===== src/rtl/jhss_pkg.sv =====
// Shared types and constants for the JPEG header size scanner.
package jhss_pkg;

  localparam logic [7:0] MARKER_PREFIX = 8'hFF;
  localparam logic [7:0] MARKER_SOI    = 8'hD8;
  localparam logic [7:0] MARKER_EOI    = 8'hD9;
  localparam logic [7:0] MARKER_SOF0   = 8'hC0;
  localparam logic [7:0] MARKER_APP0   = 8'hE0;
  localparam logic [7:0] MARKER_DQT    = 8'hDB;
  localparam logic [7:0] MARKER_DHT    = 8'hC4;
  localparam logic [7:0] MARKER_SOS    = 8'hDA;

  localparam logic [1:0] ST_FOUND  = 2'd0;
  localparam logic [1:0] ST_NO_SOI = 2'd1;
  localparam logic [1:0] ST_EOI    = 2'd2;
  localparam logic [1:0] ST_ENDED  = 2'd3;

  typedef struct packed {
    logic        valid;
    logic [1:0]  status;
    logic [15:0] height;
    logic [15:0] width;
  } jhss_res_t;

endpackage


===== src/rtl/jhss_parser.sv =====
// Marker parser: the per-byte state update and result decision.
module jhss_parser (
  input  logic              clk,
  input  logic              rst_n,
  input  logic              step_en,
  input  logic [7:0]        byte_in,
  input  logic              is_last,
  output jhss_pkg::jhss_res_t res
);
  import jhss_pkg::*;

  localparam logic [3:0] MODE_SOI0       = 4'd0;
  localparam logic [3:0] MODE_SOI1       = 4'd1;
  localparam logic [3:0] MODE_SCAN       = 4'd2;
  localparam logic [3:0] MODE_LEN_HI     = 4'd3;
  localparam logic [3:0] MODE_LEN_LO     = 4'd4;
  localparam logic [3:0] MODE_SKIP_SEG   = 4'd5;
  localparam logic [3:0] MODE_FRAME_SKIP = 4'd6;
  localparam logic [3:0] MODE_H_HI       = 4'd7;
  localparam logic [3:0] MODE_H_LO       = 4'd8;
  localparam logic [3:0] MODE_W_HI       = 4'd9;
  localparam logic [3:0] MODE_W_LO       = 4'd10;
  localparam logic [3:0] MODE_DONE       = 4'd11;

  logic [3:0]  mode_r, mode_nxt;
  logic [7:0]  prev_r, prev_nxt;
  logic        have_prev_r, have_prev_nxt;
  logic [15:0] skip_r, skip_nxt;
  logic [7:0]  len_hi_r, len_hi_nxt;
  logic [15:0] height_r, height_nxt;
  logic [15:0] width_r, width_nxt;

  logic        emit;
  logic [1:0]  emit_status;
  logic        idle_arm;
  logic [15:0] seg_len;
  logic [15:0] skip_dec;
  logic        skip_marker;

  always_comb begin
    seg_len     = {len_hi_r, byte_in};
    skip_dec    = skip_r - 16'd1;
    skip_marker = (byte_in >= MARKER_APP0) || (byte_in == MARKER_DQT) ||
                  (byte_in == MARKER_DHT) || (byte_in == MARKER_SOS);

    mode_nxt      = mode_r;
    prev_nxt      = prev_r;
    have_prev_nxt = have_prev_r;
    skip_nxt      = skip_r;
    len_hi_nxt    = len_hi_r;
    height_nxt    = height_r;
    width_nxt     = width_r;
    emit          = 1'b0;
    emit_status   = ST_ENDED;
    idle_arm      = 1'b0;

    case (mode_r)
      MODE_SOI0: begin
        if (byte_in != MARKER_PREFIX || is_last) begin
          emit        = 1'b1;
          emit_status = ST_NO_SOI;
        end else begin
          mode_nxt = MODE_SOI1;
        end
      end
      MODE_SOI1: begin
        if (byte_in != MARKER_SOI) begin
          emit        = 1'b1;
          emit_status = ST_NO_SOI;
        end else begin
          mode_nxt      = MODE_SCAN;
          have_prev_nxt = 1'b0;
        end
      end
      MODE_SCAN: begin
        if (!have_prev_r) begin
          prev_nxt      = byte_in;
          have_prev_nxt = 1'b1;
        end else if (prev_r == MARKER_PREFIX && byte_in == MARKER_EOI) begin
          emit        = 1'b1;
          emit_status = ST_EOI;
        end else if (prev_r == MARKER_PREFIX && byte_in == MARKER_SOF0) begin
          skip_nxt = 16'd3;
          mode_nxt = MODE_FRAME_SKIP;
        end else if (prev_r == MARKER_PREFIX && skip_marker) begin
          mode_nxt = MODE_LEN_HI;
        end else begin
          prev_nxt = byte_in;
        end
      end
      MODE_LEN_HI: begin
        len_hi_nxt = byte_in;
        mode_nxt   = MODE_LEN_LO;
      end
      MODE_LEN_LO: begin
        // Lengths below two are repaired to two: nothing left to skip.
        skip_nxt = (seg_len < 16'd2) ? 16'd0 : (seg_len - 16'd2);
        if (seg_len <= 16'd2) begin
          mode_nxt      = MODE_SCAN;
          have_prev_nxt = 1'b0;
        end else begin
          mode_nxt = MODE_SKIP_SEG;
        end
      end
      MODE_SKIP_SEG: begin
        skip_nxt = skip_dec;
        if (skip_dec == 16'd0) begin
          mode_nxt      = MODE_SCAN;
          have_prev_nxt = 1'b0;
        end
      end
      MODE_FRAME_SKIP: begin
        skip_nxt = skip_dec;
        if (skip_dec == 16'd0) begin
          mode_nxt = MODE_H_HI;
        end
      end
      MODE_H_HI: begin
        height_nxt = {byte_in, 8'h00};
        mode_nxt   = MODE_H_LO;
      end
      MODE_H_LO: begin
        height_nxt = {height_r[15:8], byte_in};
        mode_nxt   = MODE_W_HI;
      end
      MODE_W_HI: begin
        width_nxt = {byte_in, 8'h00};
        mode_nxt  = MODE_W_LO;
      end
      MODE_W_LO: begin
        width_nxt   = {width_r[15:8], byte_in};
        emit        = 1'b1;
        emit_status = ST_FOUND;
      end
      default: begin
        // Result already given: swallow bytes until the file ends.
        idle_arm = 1'b1;
      end
    endcase

    if (emit) begin
      mode_nxt = MODE_DONE;
    end

    // Every path re-arms on the final byte of a file.
    if (is_last) begin
      mode_nxt      = MODE_SOI0;
      prev_nxt      = 8'h00;
      have_prev_nxt = 1'b0;
      skip_nxt      = 16'd0;
      len_hi_nxt    = 8'h00;
      height_nxt    = 16'd0;
      width_nxt     = 16'd0;
    end

    res.valid  = step_en && (emit || (is_last && !idle_arm));
    res.status = emit ? emit_status : ST_ENDED;
    res.height = (emit && emit_status == ST_FOUND) ? height_r : 16'd0;
    res.width  = (emit && emit_status == ST_FOUND) ? {width_r[15:8], byte_in} : 16'd0;
  end

  always_ff @(posedge clk) begin
    if (!rst_n) begin
      mode_r      <= MODE_SOI0;
      prev_r      <= 8'h00;
      have_prev_r <= 1'b0;
      skip_r      <= 16'd0;
      len_hi_r    <= 8'h00;
      height_r    <= 16'd0;
      width_r     <= 16'd0;
    end else if (step_en) begin
      mode_r      <= mode_nxt;
      prev_r      <= prev_nxt;
      have_prev_r <= have_prev_nxt;
      skip_r      <= skip_nxt;
      len_hi_r    <= len_hi_nxt;
      height_r    <= height_nxt;
      width_r     <= width_nxt;
    end
  end

  a_last_rearms: assert property (@(posedge clk) disable iff (!rst_n)
    step_en && is_last |=> mode_r == MODE_SOI0 && !have_prev_r)
    else $error("parser did not re-arm after the final byte");

  a_found_from_width: assert property (@(posedge clk) disable iff (!rst_n)
    res.valid && res.status == ST_FOUND |-> mode_r == MODE_W_LO)
    else $error("size reported outside the width byte");

  a_result_then_done: assert property (@(posedge clk) disable iff (!rst_n)
    res.valid && !is_last |=> mode_r == MODE_DONE)
    else $error("parser kept searching after a result");

endmodule


===== src/rtl/jhss_out_queue.sv =====
// Two-entry result queue that decouples the parser from the result channel.
module jhss_out_queue (
  input  logic                clk,
  input  logic                rst_n,
  input  logic                push,
  input  jhss_pkg::jhss_res_t push_data,
  output logic                full,
  output logic                out_valid,
  input  logic                out_stall,
  output logic [1:0]          out_status,
  output logic [15:0]         out_image_height,
  output logic [15:0]         out_image_width
);
  import jhss_pkg::*;

  jhss_res_t  mem_r [2];
  logic       wr_ptr_r, rd_ptr_r;
  logic [1:0] cnt_r, cnt_nxt;
  logic       pop;

  assign full             = (cnt_r == 2'd2);
  assign out_valid        = (cnt_r != 2'd0);
  assign pop              = out_valid && !out_stall;
  assign out_status       = mem_r[rd_ptr_r].status;
  assign out_image_height = mem_r[rd_ptr_r].height;
  assign out_image_width  = mem_r[rd_ptr_r].width;

  always_comb begin
    cnt_nxt = cnt_r;
    if (push && !pop) begin
      cnt_nxt = cnt_r + 2'd1;
    end else if (pop && !push) begin
      cnt_nxt = cnt_r - 2'd1;
    end
  end

  always_ff @(posedge clk) begin
    if (!rst_n) begin
      wr_ptr_r <= 1'b0;
      rd_ptr_r <= 1'b0;
      cnt_r    <= 2'd0;
    end else begin
      cnt_r <= cnt_nxt;
      if (push) begin
        wr_ptr_r <= ~wr_ptr_r;
      end
      if (pop) begin
        rd_ptr_r <= ~rd_ptr_r;
      end
    end
  end

  always_ff @(posedge clk) begin
    if (push) begin
      mem_r[wr_ptr_r] <= push_data;
    end
  end

  a_no_overflow: assert property (@(posedge clk) disable iff (!rst_n)
    push |-> !full)
    else $error("result pushed into a full queue");

  a_count_range: assert property (@(posedge clk) disable iff (!rst_n)
    cnt_r != 2'd3)
    else $error("result queue count out of range");

  a_pop_drains: assert property (@(posedge clk) disable iff (!rst_n)
    pop && !push |=> cnt_r == $past(cnt_r) - 2'd1)
    else $error("result queue count did not drop on a pop");

endmodule


===== src/rtl/jpeg_header_size_scanner_core.sv =====
// Top level of the JPEG header size scanner: input register, parser and result queue.
//
// The block reads a JPEG file one byte per item, with in_is_last marking the
// final byte, and reports the frame size found in the first baseline frame
// header (FF C0). It checks for the start marker FF D8, then walks the markers:
// application, quantization, Huffman and scan segments (FF E0..FF FF, FF DB,
// FF C4, FF DA) are skipped by their big-endian length, with a length below two
// treated as two. Exactly one result item comes out per file: status 0 with the
// height and width, 1 when the start marker is missing, 2 when FF D9 comes
// first, or 3 when the file ends before any of these. Bytes after a result are
// dropped until the final byte, after which the block is ready for a new file.
// Each byte is captured in an input register; when it moves on from there the
// parser state is updated and any result is written into a two-entry result
// queue, so a sustained rate of one byte per clock holds while that queue is not
// full. A result is presented on the out_ ports from the queue's registers.
// in_stall rises only while the result queue is full and a byte is waiting.
module jpeg_header_size_scanner_core (
  input  logic        clk,
  input  logic        rst_n,
  input  logic        in_valid,
  output logic        in_stall,
  input  logic [7:0]  in_byte_in,
  input  logic        in_is_last,
  output logic        out_valid,
  input  logic        out_stall,
  output logic [1:0]  out_status,
  output logic [15:0] out_image_height,
  output logic [15:0] out_image_width
);
  import jhss_pkg::*;

  logic      in_vld_r, in_vld_nxt;
  logic [7:0] byte_r;
  logic      last_r;
  logic      q_full;
  logic      advance;
  logic      in_take;
  jhss_res_t res;

  // The held byte moves into the parser whenever the queue has room for a
  // possible result.
  assign advance  = in_vld_r && !q_full;
  assign in_stall = in_vld_r && q_full;
  assign in_take  = in_valid && !in_stall;

  always_comb begin
    in_vld_nxt = in_vld_r;
    if (in_take) begin
      in_vld_nxt = 1'b1;
    end else if (advance) begin
      in_vld_nxt = 1'b0;
    end
  end

  always_ff @(posedge clk) begin
    if (!rst_n) begin
      in_vld_r <= 1'b0;
    end else begin
      in_vld_r <= in_vld_nxt;
    end
  end

  always_ff @(posedge clk) begin
    if (in_take) begin
      byte_r <= in_byte_in;
      last_r <= in_is_last;
    end
  end

  jhss_parser u_parser (
    .clk     (clk),
    .rst_n   (rst_n),
    .step_en (advance),
    .byte_in (byte_r),
    .is_last (last_r),
    .res     (res)
  );

  jhss_out_queue u_out_queue (
    .clk              (clk),
    .rst_n            (rst_n),
    .push             (res.valid),
    .push_data        (res),
    .full             (q_full),
    .out_valid        (out_valid),
    .out_stall        (out_stall),
    .out_status       (out_status),
    .out_image_height (out_image_height),
    .out_image_width  (out_image_width)
  );

endmodule

===== config.mk =====
export PLATFORM = sky130hd
export DESIGN_NAME = jpeg_header_size_scanner_core
export DESIGN_NICKNAME = d
export VERILOG_FILES = /design/src/rtl/jhss_pkg.sv /design/src/rtl/jhss_parser.sv /design/src/rtl/jhss_out_queue.sv /design/src/rtl/jpeg_header_size_scanner_core.sv
export SDC_FILE = /design/constraint.sdc
export NUM_CORES = 1
export LEC_CHECK = 0
export BUFFER_PORTS_ARGS = -buffer_cell sky130_fd_sc_hd__clkbuf_2
export CELL_PAD_IN_SITES_DETAIL_PLACEMENT = 1
export CELL_PAD_IN_SITES_GLOBAL_PLACEMENT = 1
export CORE_ASPECT_RATIO = 0.5
export CORE_MARGIN = 3
export CORE_UTILIZATION = 34
export CTS_CLUSTER_DIAMETER = 100
export DETAILED_ROUTE_END_ITERATION = 6
export PLACE_DENSITY = 0.65
export SLEW_MARGIN = 20
export SYNTH_ARGS = -nofsm -noshare
export SYNTH_HDL_FRONTEND = slang
export SYNTH_SLANG_ARGS = --single-unit

===== constraint.sdc =====
create_clock -name clk -period 7.35 [get_ports clk]
set_input_delay 1.1025 -clock clk [delete_from_list [all_inputs] [get_ports clk]]
set_output_delay 1.1025 -clock clk [all_outputs]
set_load 0.005 [all_outputs]

==> flow_summary_export.csv, run 1 <==
group,metric,value,unit
clock_network,clock_sinks,144,
clock_network,cts_tree,"yes",
detailed_routing,wl_per_cell,19.5,um
pwr,p_leak,2.90,nW
timing,fin_crit,3.24,ns
timing,fmax,0.309,GHz
critical_path,worstReg2RegStart,"u_parser.prev_r[6]",
cells_and_area,num_antenna_cells,0,
logic_synthesis,yosysMostFrequentCell,"edfxtp_1",
logic_synthesis,synth_fa_ha_area_frac,0.0104,
logic_synthesis,yosys-top-cells-area,"edfxtp_1, dfxtp_1, mux2_2",
pwr,swShare,0.292,
job,drv_cap,0,
critical_path,path_cells,"nand4_1 > or2_2 > nor4_1 > a311oi_2 > a21oi_1 > nor2b_4 > buf_16",
logic_synthesis,synthArstFlopShare,0,
critical_path,arrival,3.37,ns
hold_path,hp-class,"flip-flop to flip-flop",
critical_path,cp_num_buf_inv,1,
critical_path,cpMaxStageDelayCell,"nor2b_4",
timing,hold_viol,0,
detailed_routing,wl,18400,um
clock_network,numCtsBuffers,17,
pwr,power_frac_comb,0.191,
logic_synthesis,netlist_instances,632,
detailed_routing,routed_via_density,5.28,
critical_path,crit_path_end_kind,"flip-flop",
clock_network,worstSkewPairLatency,0.43,ns
logic_synthesis,synth_top_family_by_area,"simple AND/OR/NAND/NOR gates",
logic_synthesis,ys_top_cells_by_count,"edfxtp_1, dfxtp_1, nor2b_1, nand2_1, and2_1",
critical_path,r2r_setup_slack,4.11,ns
placed_design,io_buffers,48,
die,num_io_pins,49,
critical_path,cp_top_family,"simple AND/OR/NAND/NOR gates",
critical_path,critical_path_class,"flip-flop to flip-flop",
grt,grt_pass1_wl,29400,um
timing,timing.hold.ws,0.480,ns
hold_path,min_from,"u_parser.skip_r[10]",
timing,clock_skew,0.0104,ns
hold_path,min_to,"u_parser.skip_r[10]",
clock_network,path_clk_slew,0.06,ns
cells_and_area,drive_gt1_frac,0.221,
timing,slew_violations,0,
cells_and_area,area_growth,14.9,%
logic_synthesis,synth_simple_gate_area_frac,0.199,
grt,antenna_found_initial,0,
logic_synthesis,synthFlopType,"edfxtp_1",
logic_synthesis,synthXorXnorAreaFrac,0.0263,
clock_network,post_cts_buffers,0,
clock_network,root_buffer,"clkbuf_16",
logic_synthesis,synth_compound_area_frac,0.118,
clock_network,ctsHoldBuffers,0,
detailed_routing,vias,5005,
die,die_h,107,um
timing,setup_slack,4.11,ns
cells_and_area,fillers,2200,
pwr,peakVddDrop,0.130,mV
logic_synthesis,synth_cell_types,71,
timing,fin_crit_sh,0.440,
logic_synthesis,synth_mux_area_frac,0.0933,
timing,tightest_slew,1.00,ns
die,start_util,0.353,
pwr,clock_power_share,0.372,
critical_path,reg2regPathDepth,7,
pwr,p_per_area,270,nW/um^2
outcome,outcome,"completed",
grt,grt_overflow,0,
die,core,19800,um^2
pwr,switchingPower,634,uW
timing,max-slew-margin-rel,0.331,
logic_synthesis,synth_top_area_cell,"edfxtp_1",
timing,setup_violations,0,
pwr,pwr-share-seq,0.437,
timing,rsz0062_at_grt,"no",
die,die_x,209,um
clock_network,cts_buffer_depth,2,
logic_synthesis,synth-seq-cells,144,
detailed_routing,drc,0,
clock_network,cts_resized,0,
logic_synthesis,ys_seq_area_frac,0.522,
critical_path,reg2reg_to,"u_out_queue.mem_r[0][32]",
logic_synthesis,synth_fp_nets,650,
critical_path,slowest_delay,0.66,ns
pwr,p_int,1.54,mW
timing,setup-tns-final,0,ns
grt,gr-usage-all-layers,0.169,
grt,grt_max_degree,70,
cells_and_area,utilization,0.406,
critical_path,startpoint_type,"flip-flop",
logic_synthesis,netlist_area,7000,um^2
placed_design,gp_congestion,0.845,
die,rows,36,
logic_synthesis,yosys_warnings,0,
placed_design,hpwl,12400,um
logic_synthesis,netlist.area_leader.share,0.330,
logic_synthesis,avgSynthCellArea,11.1,um^2
clock_network,cts_max_level,4,
detailed_routing,first_pass_iters,5,
cells_and_area,final_nets,687,
detailed_routing,ant_nets,0,
placed_design,place_ws,4.00,ns
hold_path,min_path_cells,2,
die,die-area,22500,um^2
critical_path,cp.required,7.48,ns
detailed_routing,drt-initial-drc-count,283,
grt,grt_pass1_vias,5203,
critical_path,critPathMaxFanout,20,
logic_synthesis,synth-edff-count,77,
-- metal layers --
metal	vias up	share of wire	track usage
li1	2382	-	-
met1	2501	0.48	0.225
met2	92	0.45	0.268
met3	30	0.042	0.0358
met4	0	0.021	0.0721
met5	-	0	0
-- worst max path at each step --
stage                        from                  endpoint  slack [ns]  cells after the start
5_1_grt                 byte_r[1]  u_out_queue.mem_r[0][32]        3.89                      6
6_report       u_parser.prev_r[6]  u_out_queue.mem_r[0][32]        4.11                      7
4_1_cts                 byte_r[1]  u_out_queue.mem_r[0][32]        3.96                      5
2_1_floorplan           byte_r[1]   u_out_queue.mem_r[0][0]        3.66                      5
3_5_place_dp   u_parser.prev_r[7]  u_out_queue.mem_r[0][21]        4.00                      6
3_3_place_gp            byte_r[1]  u_out_queue.mem_r[0][18]        4.14                      5
-- metrics by stage --
step / total power [mW] / cell area [um^2] / cells
2_1_floorplan: 1.23 / 7000 / 632
3_3_place_gp: 1.37 / 7470 / 915
3_5_place_dp: 1.38 / 7470 / 915
4_1_cts: 2.20 / 8020 / 947
5_1_grt: 2.28 / 8050 / 948
6_report: 2.17 / 8050 / 948
-- cell type report --
cell class                      instances  area [um^2]  area share
Clock buffer                           18          429      0.0533
Clock inverter                         14          120      0.0149
Inverter                               12         45.0     0.00560
Multi-Input combinational cell        438         3150       0.391
Sequential cell                       144         3650       0.454
Tap cell                              266          333      0.0414
Timing Repair Buffer                   56          320      0.0398
-- state kept, by name (all words and copies together), names as in the netlist, named ones only --
| register | count |
|---|---|
| u_parser.prev_r | 8 |
| u_out_queue.cnt_r | 2 |
| in_vld_r | 1 |
| u_parser.have_prev_r | 1 |
| u_parser.mode_r | 4 |
| u_out_queue.wr_ptr_r | 1 |
| byte_r | 8 |
| u_parser.width_r | 8 |
| u_parser.height_r | 16 |
| u_parser.len_hi_r | 8 |
| u_parser.skip_r | 16 |
| u_out_queue.mem_r | 68 |
| last_r | 1 |
| u_out_queue.rd_ptr_r | 1 |
-- cell usage in the layout, fill, tap and decap left out, types with 10 or more instances in the layout --
| cell | n |
|---|---|
| dfxtp_1 | 67 |
| o21ai_0 | 11 |
| clkbuf_2 | 48 |
| nand4_1 | 12 |
| clkbuf_16 | 17 |
| edfxtp_1 | 77 |
| or3_1 | 10 |
| inv_1 | 12 |
| and2_1 | 37 |
| nor3_1 | 11 |
| a21boi_1 | 11 |
| mux2_2 | 34 |
| nor2_1 | 30 |
| a21oi_1 | 20 |
| nor2b_1 | 50 |
| xnor2_1 | 14 |
| nand2_1 | 40 |
| mux2i_1 | 27 |
-- worst register-to-register path: cells and delay by family (launching register included) --
family | cells | cell delay, ns
compound gates | 2 | 0.61
simple gates | 4 | 1.74
flops | 1 | 0.34
buf+inv | 1 | 0.25
-- power groups by stage --
stage,sequential (mW),combinational (mW),clock (mW)
after global routing,0.956,0.460,0.867
after CTS,0.950,0.418,0.830
after floorplan,0.945,0.286,0
final,0.949,0.415,0.810
after detailed placement,0.967,0.415,0
after global placement,0.962,0.409,0
-- kinds of logic (layout without fill, tap and decap cells) --
logic type / Yosys count / in the layout
AOI/OAI and AO/OA: 107 / 107
xor gates and xnor gates: 21 / 21
adders and majority gates: 6 / 6
buffers and inverters: 50 / 100
DFF: 144 / 144
muxes: 61 / 61
and+or+nand+nor: 243 / 243
Power figures use the tool's default switching activity.
==> run 2, diff against run 1 <==
- ABC_AREA: unset -> 1
- PLACE_DENSITY: 0.65 -> 0.7
- clock period: 7.35 -> 2.8 ns (I/O delays scaled with it)
==> flow_summary_export.csv, run 2 <==
group,metric,value,unit
timing,clock_skew,0.00999,ns
placed_design,gp_congestion,0.878,
critical_path,crit_path_end_kind,"flip-flop",
logic_synthesis,yosys-top-cells-area,"edfxtp_1, dfxtp_1, nand2_1",
critical_path,cp-startpoint,"byte_r[5]",
pwr,power_frac_comb,0.255,
detailed_routing,ant_nets,0,
logic_synthesis,ys_seq_area_frac,0.527,
logic_synthesis,netlist.area_leader.share,0.334,
grt,grt_max_degree,46,
cells_and_area,fillers,2329,
pwr,p_int,4.24,mW
cells_and_area,area_growth,16.5,%
logic_synthesis,ys_top_cells_by_count,"nand2_1, nor2_1, inv_1, edfxtp_1, dfxtp_1",
timing,max-slew-margin-rel,0.417,
grt,grt_pass1_wl,30700,um
pwr,switchingPower,2.18,mW
die,rows,36,
detailed_routing,first_pass_iters,4,
logic_synthesis,synth-edff-count,77,
cells_and_area,num_antenna_cells,0,
logic_synthesis,synth_fp_nets,795,
cells_and_area,utilization,0.409,
clock_network,root_buffer,"clkbuf_16",
timing,fin_crit,2.58,ns
timing,fmax,0.388,GHz
critical_path,critPathMaxFanout,5,
logic_synthesis,synthFlopType,"edfxtp_1",
die,die_x,208,um
placed_design,hpwl,13100,um
clock_network,ctsHoldBuffers,0,
logic_synthesis,yosys_warnings,0,
detailed_routing,vias,5476,
clock_network,cts_tree,"yes",
clock_network,numCtsBuffers,17,
pwr,clock_power_share,0.344,
cells_and_area,largest_reg_flops,68,
pwr,p_per_area,796,nW/um^2
timing,setup-tns-final,0,ns
clock_network,clock_sinks,144,
die,core,19700,um^2
cells_and_area,most-common-layout-cells,"nand2_1, nor2_1, inv_1, edfxtp_1, dfxtp_1",
die,die_h,107,um
clock_network,worstSkewPairLatency,0.42,ns
hold_path,hp-class,"input pin to flip-flop",
timing,fin_crit_sh,0.920,
outcome,outcome,"completed",
pwr,p_leak,3.05,nW
clock_network,path_clk_slew,0.07,ns
grt,antenna_found_initial,0,
logic_synthesis,yosysMostFrequentCell,"nand2_1",
clock_network,cts_buffer_depth,2,
timing,hold_viol,0,
detailed_routing,wl,18900,um
grt,grt_pass1_vias,5833,
critical_path,arrival,2.89,ns
logic_synthesis,synthArstFlopShare,0,
logic_synthesis,avgSynthCellArea,8.92,um^2
clock_network,cts_max_level,4,
cells_and_area,top_register,"u_out_queue.mem_r",
placed_design,io_buffers,48,
logic_synthesis,synth-seq-cells,144,
logic_synthesis,netlist_instances,777,
cells_and_area,final_nets,850,
timing,timing.hold.ws,0.169,ns
pwr,peakVddDrop,0.389,mV
job,drv_cap,0,
detailed_routing,drc,0,
pwr,swShare,0.340,
critical_path,worstReg2RegStart,"byte_r[5]",
die,start_util,0.351,
die,num_io_pins,49,
timing,tightest_slew,0.874,ns
timing,setup_violations,0,
grt,grt_overflow,0,
critical_path,cp.required,3.11,ns
critical_path,startpoint_type,"flip-flop",
cells_and_area,drive_gt1_frac,0.198,
clock_network,cts_resized,0,
logic_synthesis,synth_cell_types,40,
grt,gr-usage-all-layers,0.175,
pwr,pwr-share-seq,0.401,
detailed_routing,routed_via_density,4.93,
timing,rsz0062_at_grt,"no",
timing,slew_violations,0,
detailed_routing,drt-initial-drc-count,389,
hold_path,min_from,"in_is_last",
logic_synthesis,synth_top_area_cell,"edfxtp_1",
detailed_routing,wl_per_cell,17.0,um
cells_and_area,reg_top3,"u_out_queue.mem_r: 68 flops, u_parser.height_r: 16 flops, u_parser.skip_r: 16 flops",
cells_and_area,layout_commonest_cell,"nand2_1",
die,die-area,22200,um^2
critical_path,critical_path_class,"flip-flop to flip-flop",
clock_network,post_cts_buffers,0,
logic_synthesis,netlist_area,6930,um^2
run 2: cell count changes after synthesis, sizes merged, moves of 27 or more:
| cell | before | now |
|---|---|---|
| nor2b | 51 | 0 |
| mux2i | 27 | 0 |
| nand2 | 40 | 147 |
| nor2 | 31 | 128 |
| a21oi | 22 | 64 |
| inv | 12 | 89 |
| and2 | 37 | 0 |
| nand3 | 6 | 37 |
run 2: path summary, 6_finish.rpt:
check / to / slack [ns] / cells past startpoint
max: u_out_queue.cnt_r[1] / 0.22 / 15
min: last_r / 0.17 / 1
max reg2reg: u_out_queue.cnt_r[1] / 0.22 / 15
min reg2reg: u_parser.height_r[10] / 0.45 / 2
run 2: layout make-up:
| type | count | area [um^2] | share of cell area |
|---|---|---|---|
| clock buffers | 17 | 425 | 0.0527 |
| well taps | 266 | 333 | 0.0412 |
| inverters | 89 | 334 | 0.0414 |
| flip-flops and latches | 144 | 3650 | 0.453 |
| clock inverters | 15 | 144 | 0.0178 |
| repair buffers | 61 | 350 | 0.0434 |
| multi-input cells | 519 | 2830 | 0.351 |
run 2: cells by family (layout without fill, tap and decap cells):
logic type | count (synthesis) | after routing | synth area share
muxes | 34 | 34 | 0.0553
DFF | 144 | 144 | 0.527
AOI/OAI and AO/OA | 122 | 122 | 0.102
and+or+nand+nor | 337 | 337 | 0.214
xor gates and xnor gates | 21 | 21 | 0.0265
adders and majority gates | 5 | 5 | 0.00903
buffers and inverters | 114 | 182 | 0.0659
run 2: metrics by stage:
stage / setup WS [ns] / area [um^2] / power, mW / std cells
5_1_grt: 0.0136 / 8070 / 6.77 / 1111
3_3_place_gp: 0.349 / 7500 / 4.22 / 1079
3_5_place_dp: 0.291 / 7500 / 4.25 / 1079
6_report: 0.223 / 8070 / 6.43 / 1111
2_1_floorplan: 0.158 / 6930 / 3.69 / 777
4_1_cts: 0.264 / 8070 / 6.48 / 1111
run 2: power by group through the flow:
stage / registers [mW] / logic, mW / clock network, mW
after floorplan: 2.58 / 1.10 / 0
after global placement: 2.61 / 1.61 / 0
after detailed placement: 2.62 / 1.63 / 0
after CTS: 2.58 / 1.65 / 2.25
after global routing: 2.60 / 1.82 / 2.35
final: 2.58 / 1.64 / 2.21
run 2: metal layers:
layer | vias to the layer above | wire [um] | GRT usage
li1 | 2700 | - | -
met1 | 2670 | 9030 | 0.232
met2 | 87 | 8810 | 0.294
met3 | 19 | 731 | 0.0295
met4 | 0 | 297 | 0.0586
met5 | - | 0 | 0
run 2: critical path: stages, from the launching register on:
cell	delay [ns]
edfxtp_1	0.51
inv_2	0.15
nand2_1	0.06
nor2_1	0.14
nand3b_1	0.13
nand3_1	0.09
nand2_1	0.10
nor2_2	0.13
o21ai_0	0.09
nand2_1	0.20
inv_1	0.10
ha_1	0.31
a21oi_1	0.12
o21ai_0	0.12
o21ai_0	0.16
a21oi_1	0.06
